File: src/design/bhvc_pkg.sv
package bhvc_pkg;

  localparam int CFG_ADDR_W = 5;

  localparam logic [10:0] VOLT_CEIL = 11'd1300;

  localparam logic [31:0]        MAINTAIN_RST    = 32'd60000;
  localparam logic [31:0]        HOLDOFF_RST     = 32'd120000;
  localparam logic [10:0]        VOLT_MAX_RST    = 11'd1150;
  localparam logic [10:0]        VOLT_MIN_RST    = 11'd100;
  localparam logic [10:0]        VOLT_KNEE_RST   = 11'd760;
  localparam logic [10:0]        START_VOLT_RST  = 11'd540;
  localparam logic signed [15:0] START_DELTA_RST = 16'sd160;

  localparam logic [5:0] BAND_STEPS  [4] = '{6'd15, 6'd25, 6'd35, 6'd60};
  localparam logic [6:0] BAND_TENTHS [4] = '{7'd20, 7'd40, 7'd60, 7'd100};
  localparam logic [6:0] BAND_KNEE   [4] = '{7'd14, 7'd28, 7'd42, 7'd70};

  typedef enum logic [1:0] {
    CMD_SENSOR    = 2'd0,
    CMD_BUTTON    = 2'd1,
    CMD_SET_DELTA = 2'd2,
    CMD_SET_VOLT  = 2'd3
  } cmd_e;

  typedef enum logic [2:0] {
    ST_NONE          = 3'd0,
    ST_IN_BAND       = 3'd1,
    ST_RAISED        = 3'd2,
    ST_LOWERED       = 3'd3,
    ST_RAISE_REFUSED = 3'd4,
    ST_LOWER_REFUSED = 3'd5
  } status_e;

  typedef enum logic [2:0] {
    REG_MAINTAIN    = 3'd0,
    REG_HOLDOFF     = 3'd1,
    REG_VOLT_MAX    = 3'd2,
    REG_VOLT_MIN    = 3'd3,
    REG_VOLT_KNEE   = 3'd4,
    REG_START_VOLT  = 3'd5,
    REG_START_DELTA = 3'd6
  } reg_e;

  typedef struct packed {
    cmd_e               cmd;
    logic [31:0]        now_ms;
    logic signed [15:0] probe_a;
    logic signed [15:0] probe_b;
    logic signed [15:0] probe_c;
    logic signed [15:0] probe_d;
    logic signed [15:0] ambient_temp;
    logic [9:0]         button_level;
    logic signed [15:0] set_value;
  } in_item_t;

  typedef struct packed {
    status_e            status;
    logic [5:0]         step_count;
    logic               step_dir;
    logic [10:0]        voltage_tenths;
    logic signed [15:0] delta_out;
    logic signed [15:0] target_temp;
    logic signed [15:0] box_average;
    logic signed [15:0] ambient_mean;
  } out_item_t;

  typedef struct packed {
    logic [31:0]        maintain_ms;
    logic [31:0]        holdoff_ms;
    logic [10:0]        volt_max;
    logic [10:0]        volt_min;
    logic [10:0]        volt_knee;
    logic               volt_ld;
    logic [10:0]        volt_val;
    logic               delta_ld;
    logic signed [15:0] delta_val;
  } cfg_t;

  function automatic logic signed [15:0] sat16(input logic signed [16:0] v);
    logic signed [15:0] r;
    if (v > 17'sd32767) begin
      r = 16'sh7FFF;
    end else if (v < -17'sd32768) begin
      r = 16'sh8000;
    end else begin
      r = v[15:0];
    end
    return r;
  endfunction

endpackage

File: src/design/bhvc_if.sv
interface bhvc_in_if;
  import bhvc_pkg::*;
  logic     valid;
  logic     ready;
  in_item_t data;
  modport source (output valid, output data, input ready);
  modport sink (input valid, input data, output ready);
endinterface

interface bhvc_out_if;
  import bhvc_pkg::*;
  logic      valid;
  logic      ready;
  out_item_t data;
  modport source (output valid, output data, input ready);
  modport sink (input valid, input data, output ready);
endinterface

File: src/design/bhvc_cfg.sv
module bhvc_cfg (
  input  logic                            clk_i,
  input  logic                            rst_ni,
  input  logic                            psel,
  input  logic                            penable,
  input  logic                            pwrite,
  input  logic [bhvc_pkg::CFG_ADDR_W-1:0] paddr,
  input  logic [31:0]                     pwdata,
  output logic [31:0]                     prdata,
  output logic                            pready,
  output bhvc_pkg::cfg_t                  cfg_o
);
  import bhvc_pkg::*;

  logic [31:0]        maintain_q;
  logic [31:0]        holdoff_q;
  logic [10:0]        volt_max_q;
  logic [10:0]        volt_min_q;
  logic [10:0]        volt_knee_q;
  logic [10:0]        start_volt_q;
  logic signed [15:0] start_delta_q;
  logic               wr_en;
  logic [2:0]         wr_idx;

  assign pready = 1'b1;
  assign wr_en  = psel && penable && pwrite;
  assign wr_idx = paddr[4:2];

  always_ff @(posedge clk_i or negedge rst_ni) begin
    if (!rst_ni) begin
      maintain_q    <= MAINTAIN_RST;
      holdoff_q     <= HOLDOFF_RST;
      volt_max_q    <= VOLT_MAX_RST;
      volt_min_q    <= VOLT_MIN_RST;
      volt_knee_q   <= VOLT_KNEE_RST;
      start_volt_q  <= START_VOLT_RST;
      start_delta_q <= START_DELTA_RST;
    end else if (wr_en) begin
      unique case (wr_idx)
        REG_MAINTAIN:    maintain_q    <= pwdata;
        REG_HOLDOFF:     holdoff_q     <= pwdata;
        REG_VOLT_MAX:    volt_max_q    <= pwdata[10:0];
        REG_VOLT_MIN:    volt_min_q    <= pwdata[10:0];
        REG_VOLT_KNEE:   volt_knee_q   <= pwdata[10:0];
        REG_START_VOLT:  start_volt_q  <= pwdata[10:0];
        REG_START_DELTA: start_delta_q <= pwdata[15:0];
        default: ;
      endcase
    end
  end

  always_comb begin
    unique case (wr_idx)
      REG_MAINTAIN:    prdata = maintain_q;
      REG_HOLDOFF:     prdata = holdoff_q;
      REG_VOLT_MAX:    prdata = 32'(volt_max_q);
      REG_VOLT_MIN:    prdata = 32'(volt_min_q);
      REG_VOLT_KNEE:   prdata = 32'(volt_knee_q);
      REG_START_VOLT:  prdata = 32'(start_volt_q);
      REG_START_DELTA: prdata = 32'(start_delta_q);
      default:         prdata = 32'd0;
    endcase
  end

  always_comb begin
    cfg_o.maintain_ms = maintain_q;
    cfg_o.holdoff_ms  = holdoff_q;
    cfg_o.volt_max    = volt_max_q;
    cfg_o.volt_min    = volt_min_q;
    cfg_o.volt_knee   = volt_knee_q;
    cfg_o.volt_ld     = wr_en && (wr_idx == REG_START_VOLT);
    cfg_o.volt_val    = pwdata[10:0];
    cfg_o.delta_ld    = wr_en && (wr_idx == REG_START_DELTA);
    cfg_o.delta_val   = pwdata[15:0];
  end

endmodule

File: src/design/banded_heater_voltage_controller.sv
// Banded deadband heater voltage controller. Each item (sensor update, button sample,
// set delta, set voltage) yields exactly one result item. An accepted item is held in an
// input register, goes through combinational evaluation logic (probe and window sums,
// exact error compare against four bands, voltage step with limits and knee scaling)
// and lands in a result register. One item is taken every cycle while the result side
// keeps up; the combinational evaluation path between the two registers sets that rate.
// The ambient and button windows are shift registers of AMBIENT_WINDOW-1 and
// BUTTON_WINDOW-1 samples with fill counts. Configuration goes through the APB port at
// byte address 4*index; writing the start voltage or start delta also loads the live
// value. Write it only while no item is in flight.
module banded_heater_voltage_controller #(
  parameter int AMBIENT_WINDOW = 5,
  parameter int BUTTON_WINDOW  = 5
) (
  input  logic                            clk_i,
  input  logic                            rst_ni,
  bhvc_in_if.sink                         in_i,
  bhvc_out_if.source                      out_o,
  input  logic                            psel,
  input  logic                            penable,
  input  logic                            pwrite,
  input  logic [bhvc_pkg::CFG_ADDR_W-1:0] paddr,
  input  logic [31:0]                     pwdata,
  output logic [31:0]                     prdata,
  output logic                            pready
);
  import bhvc_pkg::*;

  localparam int ADEPTH  = AMBIENT_WINDOW - 1;
  localparam int AFILL_W = $clog2(AMBIENT_WINDOW);
  localparam int ASUM_W  = 16 + $clog2(AMBIENT_WINDOW);
  localparam int E_W     = 21 + $clog2(AMBIENT_WINDOW);
  localparam int MEAN_SH = ASUM_W + $clog2(AMBIENT_WINDOW);
  localparam int MUL_W   = MEAN_SH + 1;
  localparam int P_W     = ASUM_W + MUL_W;
  localparam longint MEAN_MUL =
    ((longint'(1) << MEAN_SH) + longint'(AMBIENT_WINDOW) - 1) / longint'(AMBIENT_WINDOW);
  localparam int BDEPTH  = BUTTON_WINDOW - 1;
  localparam int BFILL_W = $clog2(BUTTON_WINDOW);
  localparam int BSUM_W  = 10 + $clog2(BUTTON_WINDOW);

  localparam logic signed [E_W-1:0] W_E  = E_W'(AMBIENT_WINDOW);
  localparam logic signed [E_W-1:0] W4_E = E_W'(4 * AMBIENT_WINDOW);
  localparam logic [E_W-1:0] THR_BAND = E_W'(32 * AMBIENT_WINDOW);
  localparam logic [E_W-1:0] THR1     = E_W'(64 * AMBIENT_WINDOW);
  localparam logic [E_W-1:0] THR2     = E_W'(128 * AMBIENT_WINDOW);
  localparam logic [E_W-1:0] THR3     = E_W'(192 * AMBIENT_WINDOW);
  localparam logic [P_W-1:0] MUL_P    = P_W'(MEAN_MUL);
  localparam logic [BSUM_W-1:0] BTN_UP_LO = BSUM_W'(10 * BUTTON_WINDOW);
  localparam logic [BSUM_W-1:0] BTN_UP_HI = BSUM_W'(14 * BUTTON_WINDOW);
  localparam logic [BSUM_W-1:0] BTN_DN_LO = BSUM_W'(18 * BUTTON_WINDOW);
  localparam logic [BSUM_W-1:0] BTN_DN_HI = BSUM_W'(23 * BUTTON_WINDOW);

  cfg_t cfg;

  bhvc_cfg u_cfg (
    .clk_i   (clk_i),
    .rst_ni  (rst_ni),
    .psel    (psel),
    .penable (penable),
    .pwrite  (pwrite),
    .paddr   (paddr),
    .pwdata  (pwdata),
    .prdata  (prdata),
    .pready  (pready),
    .cfg_o   (cfg)
  );

  logic      in_valid_q;
  in_item_t  in_q;
  logic      out_valid_q;
  out_item_t out_q;
  out_item_t res_d;
  logic      adv;
  logic      fire;

  logic signed [15:0] delta_q, delta_d;
  logic [10:0]        volt_q, volt_d;
  logic signed [15:0] amb_mean_q, amb_mean_d;
  logic [31:0]        last_eval_q, last_eval_d;
  logic [31:0]        last_change_q, last_change_d;
  logic signed [15:0] last_avg_q, last_avg_d;
  logic signed [15:0] last_tgt_q, last_tgt_d;
  logic [AFILL_W-1:0] amb_fill_q, amb_fill_d;
  logic [BFILL_W-1:0] btn_fill_q, btn_fill_d;
  logic signed [15:0] amb_win_q [ADEPTH];
  logic [9:0]         btn_win_q [BDEPTH];
  logic               amb_shift;
  logic               btn_shift;

  logic signed [17:0]       sum4;
  logic signed [ASUM_W-1:0] amb_sum;
  logic [ASUM_W-1:0]        amb_mag;
  logic [P_W-1:0]           mean_prod;
  logic [15:0]              mean_mag;
  logic signed [15:0]       amb_mean_new;
  logic signed [E_W-1:0]    err;
  logic [E_W-1:0]           err_mag;
  logic [1:0]               band;
  logic [6:0]               step;
  logic [11:0]              volt_up;
  logic                     time_ok;
  logic [BSUM_W-1:0]        btn_sum;
  logic                     btn_up;
  logic                     btn_dn;
  status_e                  res_status;
  logic [5:0]               res_steps;
  logic                     res_dir;

  assign adv         = !out_valid_q || out_o.ready;
  assign fire        = in_valid_q && adv;
  assign in_i.ready  = !in_valid_q || adv;
  assign out_o.valid = out_valid_q;
  assign out_o.data  = out_q;
  assign amb_shift   = fire && (in_q.cmd == CMD_SENSOR);
  assign btn_shift   = fire && (in_q.cmd == CMD_BUTTON);

  always_comb begin
    sum4 = 18'(in_q.probe_a) + 18'(in_q.probe_b) + 18'(in_q.probe_c) + 18'(in_q.probe_d);
    amb_sum = ASUM_W'(in_q.ambient_temp);
    for (int i = 0; i < ADEPTH; i++) begin
      amb_sum = amb_sum + ASUM_W'(amb_win_q[i]);
    end
    btn_sum = BSUM_W'(in_q.button_level);
    for (int i = 0; i < BDEPTH; i++) begin
      btn_sum = btn_sum + BSUM_W'(btn_win_q[i]);
    end
  end

  always_comb begin
    amb_mag      = amb_sum[ASUM_W-1] ? ASUM_W'(-amb_sum) : ASUM_W'(amb_sum);
    mean_prod    = P_W'(amb_mag) * MUL_P;
    mean_mag     = mean_prod[MEAN_SH +: 16];
    amb_mean_new = amb_sum[ASUM_W-1] ? 16'(-mean_mag) : mean_mag;
  end

  always_comb begin
    err = E_W'(sum4) * W_E - E_W'(delta_q) * W4_E - (E_W'(amb_sum) <<< 2);
    err_mag = err[E_W-1] ? E_W'(-err) : E_W'(err);
    priority if (err_mag > THR3) begin
      band = 2'd3;
    end else if (err_mag > THR2) begin
      band = 2'd2;
    end else if (err_mag > THR1) begin
      band = 2'd1;
    end else begin
      band = 2'd0;
    end
    step    = (volt_q > cfg.volt_knee) ? BAND_KNEE[band] : BAND_TENTHS[band];
    volt_up = 12'(volt_q) + 12'(step);
    time_ok = ((in_q.now_ms - last_eval_q) >= cfg.maintain_ms) &&
              ((in_q.now_ms - last_change_q) >= cfg.holdoff_ms);
    btn_up  = (btn_sum > BTN_UP_LO) && (btn_sum < BTN_UP_HI);
    btn_dn  = (btn_sum > BTN_DN_LO) && (btn_sum < BTN_DN_HI);
  end

  always_comb begin
    delta_d       = delta_q;
    volt_d        = volt_q;
    amb_mean_d    = amb_mean_q;
    last_eval_d   = last_eval_q;
    last_change_d = last_change_q;
    last_avg_d    = last_avg_q;
    last_tgt_d    = last_tgt_q;
    amb_fill_d    = amb_fill_q;
    btn_fill_d    = btn_fill_q;
    res_status    = ST_NONE;
    res_steps     = 6'd0;
    res_dir       = 1'b0;
    if (fire) begin
      unique case (in_q.cmd)
        CMD_SENSOR: begin
          last_avg_d = 16'(sum4 / 18'sd4);
          last_tgt_d = sat16(17'(in_q.ambient_temp) + 17'(delta_q));
          if (amb_fill_q < AFILL_W'(ADEPTH)) begin
            amb_fill_d = AFILL_W'(amb_fill_q + 1'b1);
          end else if (time_ok) begin
            last_eval_d = in_q.now_ms;
            amb_mean_d  = amb_mean_new;
            if (err_mag <= THR_BAND) begin
              res_status = ST_IN_BAND;
            end else begin
              last_change_d = in_q.now_ms;
              if (err[E_W-1]) begin
                if (volt_q >= cfg.volt_max) begin
                  res_status = ST_RAISE_REFUSED;
                end else begin
                  res_status = ST_RAISED;
                  res_steps  = BAND_STEPS[band];
                  volt_d     = (volt_up > 12'(VOLT_CEIL)) ? VOLT_CEIL : volt_up[10:0];
                end
              end else begin
                if (volt_q <= cfg.volt_min) begin
                  res_status = ST_LOWER_REFUSED;
                end else begin
                  res_status = ST_LOWERED;
                  res_steps  = BAND_STEPS[band];
                  res_dir    = 1'b1;
                  volt_d     = (volt_q < 11'(step)) ? 11'd0 : volt_q - 11'(step);
                end
              end
            end
          end
        end
        CMD_BUTTON: begin
          if (btn_fill_q < BFILL_W'(BDEPTH)) begin
            btn_fill_d = BFILL_W'(btn_fill_q + 1'b1);
          end else if (btn_up) begin
            delta_d = sat16(17'(delta_q) + 17'sd16);
          end else if (btn_dn) begin
            delta_d = sat16(17'(delta_q) - 17'sd16);
          end
        end
        CMD_SET_DELTA: begin
          delta_d = in_q.set_value;
        end
        CMD_SET_VOLT: begin
          if (in_q.set_value[15]) begin
            volt_d = 11'd0;
          end else if (in_q.set_value > 16'sd1300) begin
            volt_d = VOLT_CEIL;
          end else begin
            volt_d = in_q.set_value[10:0];
          end
        end
        default: ;
      endcase
    end
    res_d.status         = res_status;
    res_d.step_count     = res_steps;
    res_d.step_dir       = res_dir;
    res_d.voltage_tenths = volt_d;
    res_d.delta_out      = delta_d;
    res_d.target_temp    = last_tgt_d;
    res_d.box_average    = last_avg_d;
    res_d.ambient_mean   = amb_mean_d;
    if (cfg.volt_ld) begin
      volt_d = (cfg.volt_val > VOLT_CEIL) ? VOLT_CEIL : cfg.volt_val;
    end
    if (cfg.delta_ld) begin
      delta_d = cfg.delta_val;
    end
  end

  always_ff @(posedge clk_i or negedge rst_ni) begin
    if (!rst_ni) begin
      in_valid_q    <= 1'b0;
      out_valid_q   <= 1'b0;
      delta_q       <= START_DELTA_RST;
      volt_q        <= START_VOLT_RST;
      amb_mean_q    <= 16'sd0;
      last_eval_q   <= 32'd0;
      last_change_q <= 32'd0;
      last_avg_q    <= 16'sd0;
      last_tgt_q    <= 16'sd0;
      amb_fill_q    <= '0;
      btn_fill_q    <= '0;
    end else begin
      if (in_i.ready) begin
        in_valid_q <= in_i.valid;
      end
      if (adv) begin
        out_valid_q <= in_valid_q;
      end
      delta_q       <= delta_d;
      volt_q        <= volt_d;
      amb_mean_q    <= amb_mean_d;
      last_eval_q   <= last_eval_d;
      last_change_q <= last_change_d;
      last_avg_q    <= last_avg_d;
      last_tgt_q    <= last_tgt_d;
      amb_fill_q    <= amb_fill_d;
      btn_fill_q    <= btn_fill_d;
    end
  end

  always_ff @(posedge clk_i) begin
    if (in_i.valid && in_i.ready) begin
      in_q <= in_i.data;
    end
    if (fire) begin
      out_q <= res_d;
    end
    if (amb_shift) begin
      for (int i = 0; i < ADEPTH - 1; i++) begin
        amb_win_q[i] <= amb_win_q[i+1];
      end
      amb_win_q[ADEPTH-1] <= in_q.ambient_temp;
    end
    if (btn_shift) begin
      for (int i = 0; i < BDEPTH - 1; i++) begin
        btn_win_q[i] <= btn_win_q[i+1];
      end
      btn_win_q[BDEPTH-1] <= in_q.button_level;
    end
  end

endmodule

File: src/flat_wrapper.sv
// flat-port wrapper written by rule: the top's interface ports become plain ports
module banded_heater_voltage_controller_flat import bhvc_pkg::*;
#(
  parameter int AMBIENT_WINDOW = 5,
  parameter int BUTTON_WINDOW  = 5
)
  (clk_i, rst_ni, psel, penable, pwrite, paddr, pwdata, prdata, pready, in_i_valid, in_i_data, in_i_ready, out_o_valid, out_o_data, out_o_ready);
  bhvc_in_if in_i_i ();
  bhvc_out_if out_o_i ();
  input  logic clk_i;
  input  logic rst_ni;
  input  logic psel;
  input  logic penable;
  input  logic pwrite;
  input  logic [bhvc_pkg::CFG_ADDR_W-1:0] paddr;
  input  logic [31:0] pwdata;
  output logic [31:0] prdata;
  output logic pready;
  input wire logic [$bits(in_i_i.valid)-1:0] in_i_valid;
  input wire logic [$bits(in_i_i.data)-1:0] in_i_data;
  output wire logic [$bits(in_i_i.ready)-1:0] in_i_ready;
  output wire logic [$bits(out_o_i.valid)-1:0] out_o_valid;
  output wire logic [$bits(out_o_i.data)-1:0] out_o_data;
  input wire logic [$bits(out_o_i.ready)-1:0] out_o_ready;
  assign in_i_i.valid = in_i_valid;
  assign in_i_i.data = in_i_data;
  assign in_i_ready = in_i_i.ready;
  assign out_o_valid = out_o_i.valid;
  assign out_o_data = out_o_i.data;
  assign out_o_i.ready = out_o_ready;
  banded_heater_voltage_controller #(.AMBIENT_WINDOW(AMBIENT_WINDOW), .BUTTON_WINDOW(BUTTON_WINDOW)) u_core (.clk_i(clk_i), .rst_ni(rst_ni), .in_i(in_i_i), .out_o(out_o_i), .psel(psel), .penable(penable), .pwrite(pwrite), .paddr(paddr), .pwdata(pwdata), .prdata(prdata), .pready(pready));
endmodule
File: config.mk
export PLATFORM = sky130hd
export DESIGN_NAME = banded_heater_voltage_controller_flat
export DESIGN_NICKNAME = d
export VERILOG_FILES = /design/src/design/bhvc_pkg.sv /design/src/design/bhvc_if.sv /design/src/design/bhvc_cfg.sv /design/src/design/banded_heater_voltage_controller.sv /design/src/flat_wrapper.sv
export SDC_FILE = /design/constraint.sdc
export NUM_CORES = 2
export LEC_CHECK = 0
export ABC_AREA = 1
export BUFFER_PORTS_ARGS = -buffer_cell sky130_fd_sc_hd__clkbuf_2
export CAP_MARGIN = 20
export CORE_MARGIN = 5
export CORE_UTILIZATION = 40
export DETAILED_ROUTE_END_ITERATION = 7
export GPL_TIMING_DRIVEN = 0
export RECOVER_POWER = 100
export REMOVE_ABC_BUFFERS = 1
export SLEW_MARGIN = 0
export SYNTH_ARGS = -nofsm -noshare
export SYNTH_HDL_FRONTEND = slang
export SYNTH_SLANG_ARGS = --single-unit
File: constraint.sdc
create_clock -name clk_i -period 10.9 [get_ports clk_i]
set_input_delay 1.09 -clock clk_i [delete_from_list [all_inputs] [get_ports clk_i]]
set_output_delay 1.09 -clock clk_i [all_outputs]
set_load 0.1 [all_outputs]
-- Word level (Yosys, flattened, before mapping)
Memory sizes are Yosys's and may differ from the RTL's.
Cells that the tools add are included.
- register bits: 496
- RAM bits: 104
- input bits: 184
- word-level logic and storage cells: 203
- memories: 2
- add/subtract/negate cells: 26
- multipliers: 3
- magnitude comparators: 26
- equal/unequal tests: 9
- muxes and demuxes: 63
- bitwise operators: 6
- reduce and logical (&&, ||, !) cells: 32
- memory list (memory ; depth ; bits a word ; rd ports ; clocked after Yosys merged registers in ; wr ports ; RTL line ; source):
    u_core.amb_win_q ; 4 ; 16 ; 4 ; 0 ; 4 ; banded_heater_voltage_controller.sv:86 ; logic signed [15:0] amb_win_q [ADEPTH];
    u_core.btn_win_q ; 4 ; 10 ; 4 ; 0 ; 4 ; banded_heater_voltage_controller.sv:87 ; logic [9:0] btn_win_q [BDEPTH];
- operator list (kind ; count):
    16-bit two-way mux ; 20
    32-bit one-hot mux with 7 select lines ; 1
    11-bit two-way mux ; 13
    32-bit >= comparator ; 2
    32-bit subtractor ; 2
    16-bit by 16-bit adder with 17-bit output ; 3
    17-bit by 16-bit > comparator with 1-bit output (second input constant) ; 3
    17-bit by 16-bit < comparator with 1-bit output (second input constant) ; 3
    24-bit by 10-bit > comparator with 1-bit output (second input constant) ; 2
    13-bit by 10-bit adder with 13-bit output ; 3
    19-bit by 16-bit adder with 19-bit output ; 2
    19-bit by 20-bit multiplier with 38-bit output (second input constant) ; 1
    17-bit by 16-bit adder with 18-bit output ; 2
    7-bit two-way mux ; 5
    16-bit one-hot mux with 2 select lines ; 1
    6-bit two-way mux ; 5
    7-bit binary-select mux with 2-bit select ; 2
    13-bit by 7-bit < comparator with 1-bit output (second input constant) ; 2
    24-bit by 9-bit > comparator with 1-bit output (second input constant) ; 1
    24-bit by 8-bit <= comparator with 1-bit output (second input constant) ; 1
    24-bit two-way mux ; 1
    24-bit negator ; 1
    24-bit by 21-bit subtractor with 24-bit output ; 1
    24-bit subtractor ; 1
    other kinds (50) ; 87

-- Logic depth before layout (Yosys ltp)
- depth after elaboration: 28
- gate-level depth with buffers: 80
- gate-level depth less buffers: 79

-- Cells and area by module
A second synthesis with hierarchy kept.
- cells, all modules: 5674
- area, all modules: 48357.6 um^2
- by module, submodules not included (module ; instances ; cells an instance ; area an instance (um^2) ; sequential area each (um^2)):
    banded_heater_voltage_controller ; 1 ; 4855 ; 41947.7 ; 13565.5
    bhvc_cfg ; 1 ; 819 ; 6409.9 ; 3148.0

-- Worst setup path before layout
Ideal clock, no wire load.
- path type: reg2reg
- start point: register u_core.in_q[27] (netlist name)
- end point: register u_core.out_q, in the netlist u_core.out_o.data[8] (data pin)
- setup time: 272 ps
- arrival: 10433 ps
- setup slack: 195 ps
- cell stages (with the launch flop): 55
- buffers on the path: 2
- cells stage by stage: edfxtp_1 -> inv_1 -> fa_1 -> inv_1 -> ha_1 -> inv_1 -> fa_1 -> inv_1 -> a31oi_1 -> o21ai_0 -> a21oi_1 -> o21bai_1 -> a21oi_1 -> o21bai_1 -> a31oi_1 -> o2111ai_1 -> o21a_1 -> inv_1 -> (+19 left out) -> fa_1 -> fa_1 -> ha_1 -> a21oi_1 -> inv_1 -> a31oi_1 -> o21ai_0 -> nor2_1 -> nand2_1 -> nand2_1 -> and2_1 -> ha_1 -> nand2_1 -> o21ai_2 -> nand2_1 -> nor2_1 -> xor2_1 -> a21oi_1
- cells in the longest elaborated chain, start to end: 13
- RTL lines (what ; RTL line ; source):
    from (decl) ; banded_heater_voltage_controller.sv:70 ; in_item_t in_q;
    from (signal assigned) ; banded_heater_voltage_controller.sv:279 ; in_q <= in_i.data;
    16-bit by 16-bit adder with 17-bit output * ; banded_heater_voltage_controller.sv:122 ; amb_sum = amb_sum + ASUM_W'(amb_win_q[i]);
    17-bit by 16-bit adder with 18-bit output * ; banded_heater_voltage_controller.sv:122 ;
    19-bit by 16-bit adder with 19-bit output * (2 in series) ; banded_heater_voltage_controller.sv:122 ;
    19-bit negator ; banded_heater_voltage_controller.sv:131 ; amb_mag = amb_sum[ASUM_W-1] ? ASUM_W'(-amb_sum) : ASUM_W'(amb_sum);
    19-bit two-way mux ; banded_heater_voltage_controller.sv:131 ;
    19-bit by 20-bit multiplier with 38-bit output ; banded_heater_voltage_controller.sv:132 ; mean_prod = P_W'(amb_mag) * MUL_P;
    16-bit negator ; banded_heater_voltage_controller.sv:134 ; amb_mean_new = amb_sum[ASUM_W-1] ? 16'(-mean_mag) : mean_mag;
    16-bit two-way mux * ; banded_heater_voltage_controller.sv:134 ;
    16-bit two-way mux * ; banded_heater_voltage_controller.sv:177 ; end else if (time_ok) begin
    16-bit two-way mux * ; banded_heater_voltage_controller.sv:175 ; if (amb_fill_q < AFILL_W'(ADEPTH)) begin
    16-bit two-way mux * ; banded_heater_voltage_controller.sv:171 ; unique case (in_q.cmd)
    16-bit two-way mux * ; banded_heater_voltage_controller.sv:170 ; if (fire) begin
    via u_core.amb_mean_d[8] ; banded_heater_voltage_controller.sv:79 ; logic signed [15:0] amb_mean_q, amb_mean_d;
    to (signal assigned) ; banded_heater_voltage_controller.sv:282 ; out_q <= res_d;
    to (decl) ; banded_heater_voltage_controller.sv:72 ; out_item_t out_q;
Mark *: on every way through the listed nets, which the timed path passes. The rest lies on a longest branch.
A chain may end at the register's enable or synchronous reset.

==> results.json <==
{
  "dp_hpwl_um": 102000,
  "cts_max_level": 3,
  "n_fill_cell": 10900,
  "drt_iter0_drc": 2368,
  "start_util": 0.402,
  "synth_edf_count": 329,
  "worst_path_most_repeated_cell": "inv_2",
  "hold_violations": 0,
  "tns_ns": -0.496,
  "gr-total-overflow": 0,
  "gp_congestion": 0.922,
  "required_ns": 11.34,
  "yosysSeqAreaShare": 0.359,
  "r2r_setup_slack_ns": -0.07,
  "slowest_delay_ns": 0.61,
  "post-route-period-util": 1.01,
  "wl_per_cell_um": 18.1,
  "cp.arrival_ns": 11.41,
  "synth-main-ff-cell": "edfxtp_1",
  "core.rowCount": 125,
  "synth_cells": 5379,
  "layout.nets": 6742,
  "critPathMaxFanout": 8,
  "fin_ws_ns": -0.0709,
  "syn_area_mm2": 0.0466,
  "core-area_mm2": 0.116,
  "grt_use_total": 0.213,
  "drt-pass1-iter-count": 5,
  "dp.cells": 7125,
  "cts_tree": "built",
  "setup_viol": 12,
  "crit_slowest_cell": "fa_2",
  "met3_length_um": 6930,
  "skew_ns": 0.0407,
  "drc": 0,
  "violations": "max-capacitance violations, max-slew violations, negative setup slack",
  "endpoint_kind": "flip-flop",
  "rsz0062_at_grt": "yes",
  "clkLatencyLatePin_ns": 0.67,
  "path_clk_slew_ns": 0.06,
  "hold_class": "flip-flop to flip-flop",
  "syn2layout_area_growth_pct": 21.2,
  "top_layer": "met5",
  "tightest_slew_ns": 5.24,
  "layout-drive-gt1-share": 0.176,
  "antenna_found_initial": 7,
  "crit_type": "flip-flop to flip-flop",
  "final_cells": 7440,
  "clk_path_buf_depth": 3,
  "die-area_mm2": 0.123,
  "synth-async-reset-ratio": 0.452,
  "die_h_um": 351,
  "report.final.slew_viol_count": 662,
  "antenna_left": 0,
  "grt_pass1_vias": 38100,
  "grt_pass1_wl_um": 207000,
  "cts.sinks": 600,
  "grt_start_max_net_pins": 95,
  "clock.fmax_mhz": 91.2,
  "synthTopCellsByArea": "edfxtp_1 21%, ha_1 13%, dfrtp_1 12%",
  "synth-seq-cells": 600,
  "cap_violations": 13,
  "ioPinCount": 304,
  "status": "complete, but fails checks",
  "cts-buffers-inserted": 74,
  "synthTopCellsByCount": "1030 x nand2_1, 1005 x inv_1, 491 x ha_1",
  "synth_most_common_cell": "nand2_1",
  "fp.dieW_um": 351,
  "via_count": 38000,
  "relSlewSlack": -2.49,
  "synth_area_leader_cell": "edfxtp_1",
  "synthDistinctLibCells": 68,
  "vias_per_cell": 5.11,
  "route.met2.wl_um": 63900,
  "wl_um": 134000,
  "portBuffers": 300,
  "yosysWarnings": 0,
  "root_buffer": "clkbuf_16",
  "avgSynthCellArea_um2": 8.66,
  "synth_top_area_frac": 0.212,
  "drt-met1-wl_um": 58800,
  "min_period_ns": 10.97,
  "start_kind": "flip-flop"
}
-- final cells by class --
type / instances / area, um2 / share of cell area
Multi-Input combinational cell: 3665 / 28600 / 0.506
Sequential cell: 600 / 16700 / 0.296
Inverter: 1019 / 3850 / 0.0683
Timing Repair Buffer: 486 / 2820 / 0.0499
Clock buffer: 101 / 2070 / 0.0366
Tap cell: 1524 / 1910 / 0.0338
Clock inverter: 37 / 483 / 0.00855
Timing Repair inverter: 5 / 58.8 / 0.00104
Antenna cell: 3 / 7.51 / 0.000133
-- worst max-delay path: cells and delay by family, from the launching register on --
kind                       cells  cell delay [ns]
AOI/OAI and AO/OA             19             3.16
DFF                            1             0.50
xor gates and xnor gates       1             0.15
buffers and inverters         18             1.83
and+or+nand+nor               18             2.16
adders and majority gates      8             2.96
-- registers in the layout, indices dropped and copies added (netlist names), 11 cells and up --
name,cells
u_core.amb_win_q,64
u_core.amb_mean_q,16
u_core.u_cfg.volt_min_q,11
u_core.btn_win_q,40
u_core.last_change_q,32
u_core.last_eval_q,32
u_core.delta_q,16
u_core.out_o.data,85
u_core.u_cfg.volt_max_q,11
u_core.last_tgt_q,16
u_core.u_cfg.maintain_q,32
u_core.u_cfg.holdoff_q,32
u_core.volt_q,11
u_core.u_cfg.volt_knee_q,11
u_core.in_q,140
u_core.u_cfg.start_delta_q,16
u_core.last_avg_q,16
u_core.u_cfg.start_volt_q,11
-- metrics by stage --
stage | setup slack [ns] | cell area, um2 | utilization | hold slack [ns]
finish | -0.0709 | 56500 | 0.487 | 0.446
global placement | -3.91 | 49600 | 0.428 | 0.428
detailed placement | -3.33 | 50000 | 0.431 | 0.435
CTS | -0.140 | 54700 | 0.472 | 0.265
floorplan | -0.173 | 46200 | - | 0.426
global route | -0.714 | 56500 | 0.487 | 0.456
-- cells by family after synthesis --
group	synth area share
AOI/OAI and AO/OA	0.120
xor gates and xnor gates	0.0472
adders and majority gates	0.225
buffers and inverters	0.0908
DFF	0.359
muxes	0.000913
other	0.0000805
and+or+nand+nor	0.158
-- path summary, 6_finish.rpt --
kind / startpoint / endpoint / depth (start not counted)
setup / recovery: u_core.in_q[27] / u_core.out_o.data[67] / 64
hold / removal: u_core.btn_win_q[2][3] / u_core.btn_win_q[1][3] / 0
setup reg to reg: u_core.in_q[27] / u_core.out_o.data[67] / 64
hold reg to reg: u_core.btn_win_q[2][3] / u_core.btn_win_q[1][3] / 0
max in group asynchronous: rst_ni / u_core.u_cfg.volt_max_q[8] / 3
min in group asynchronous: rst_ni / u_core.last_tgt_q[15] / 1
-- metal layers --
metal	global-route usage	vias up
met5	0	-
met3	0.0354	217
met2	0.358	847
met4	0.0698	6
met1	0.281	18400
li1	-	18600
-- layout by cell type, fill, tap and decap left out, drive strengths merged, types with 30 or more instances in the layout --
master  synthesis  routed
clkbuf         64     422
buf            31     165
nor3           50      50
dfrtp         229     229
fa            216     216
xor2          188     188
o21ai         336     336
nor2          302     302
edfxtp        329     329
o221ai         30      30
clkinv          7      32
xnor2          62      62
o21bai         36      36
nand4          38      38
nand3         250     250
inv          1012    1014
a21boi         41      41
a21oi         353     353
dfstp          42      42
nand2        1044    1044
ha            491     491
-- repair_timing --
action                                 CTS  global route
gates cloned                             1             4
gates resized for setup                310           362
endpoints found under the hold margin    0             0
pin swaps                              138           259
hold buffers                             0             0
setup endpoints to repair               96            53
buffers inserted                        88            82
Power is left out: the tool's default activity adds up to more than one toggle a clock period on the data nets, which glitch-free logic cannot reach.
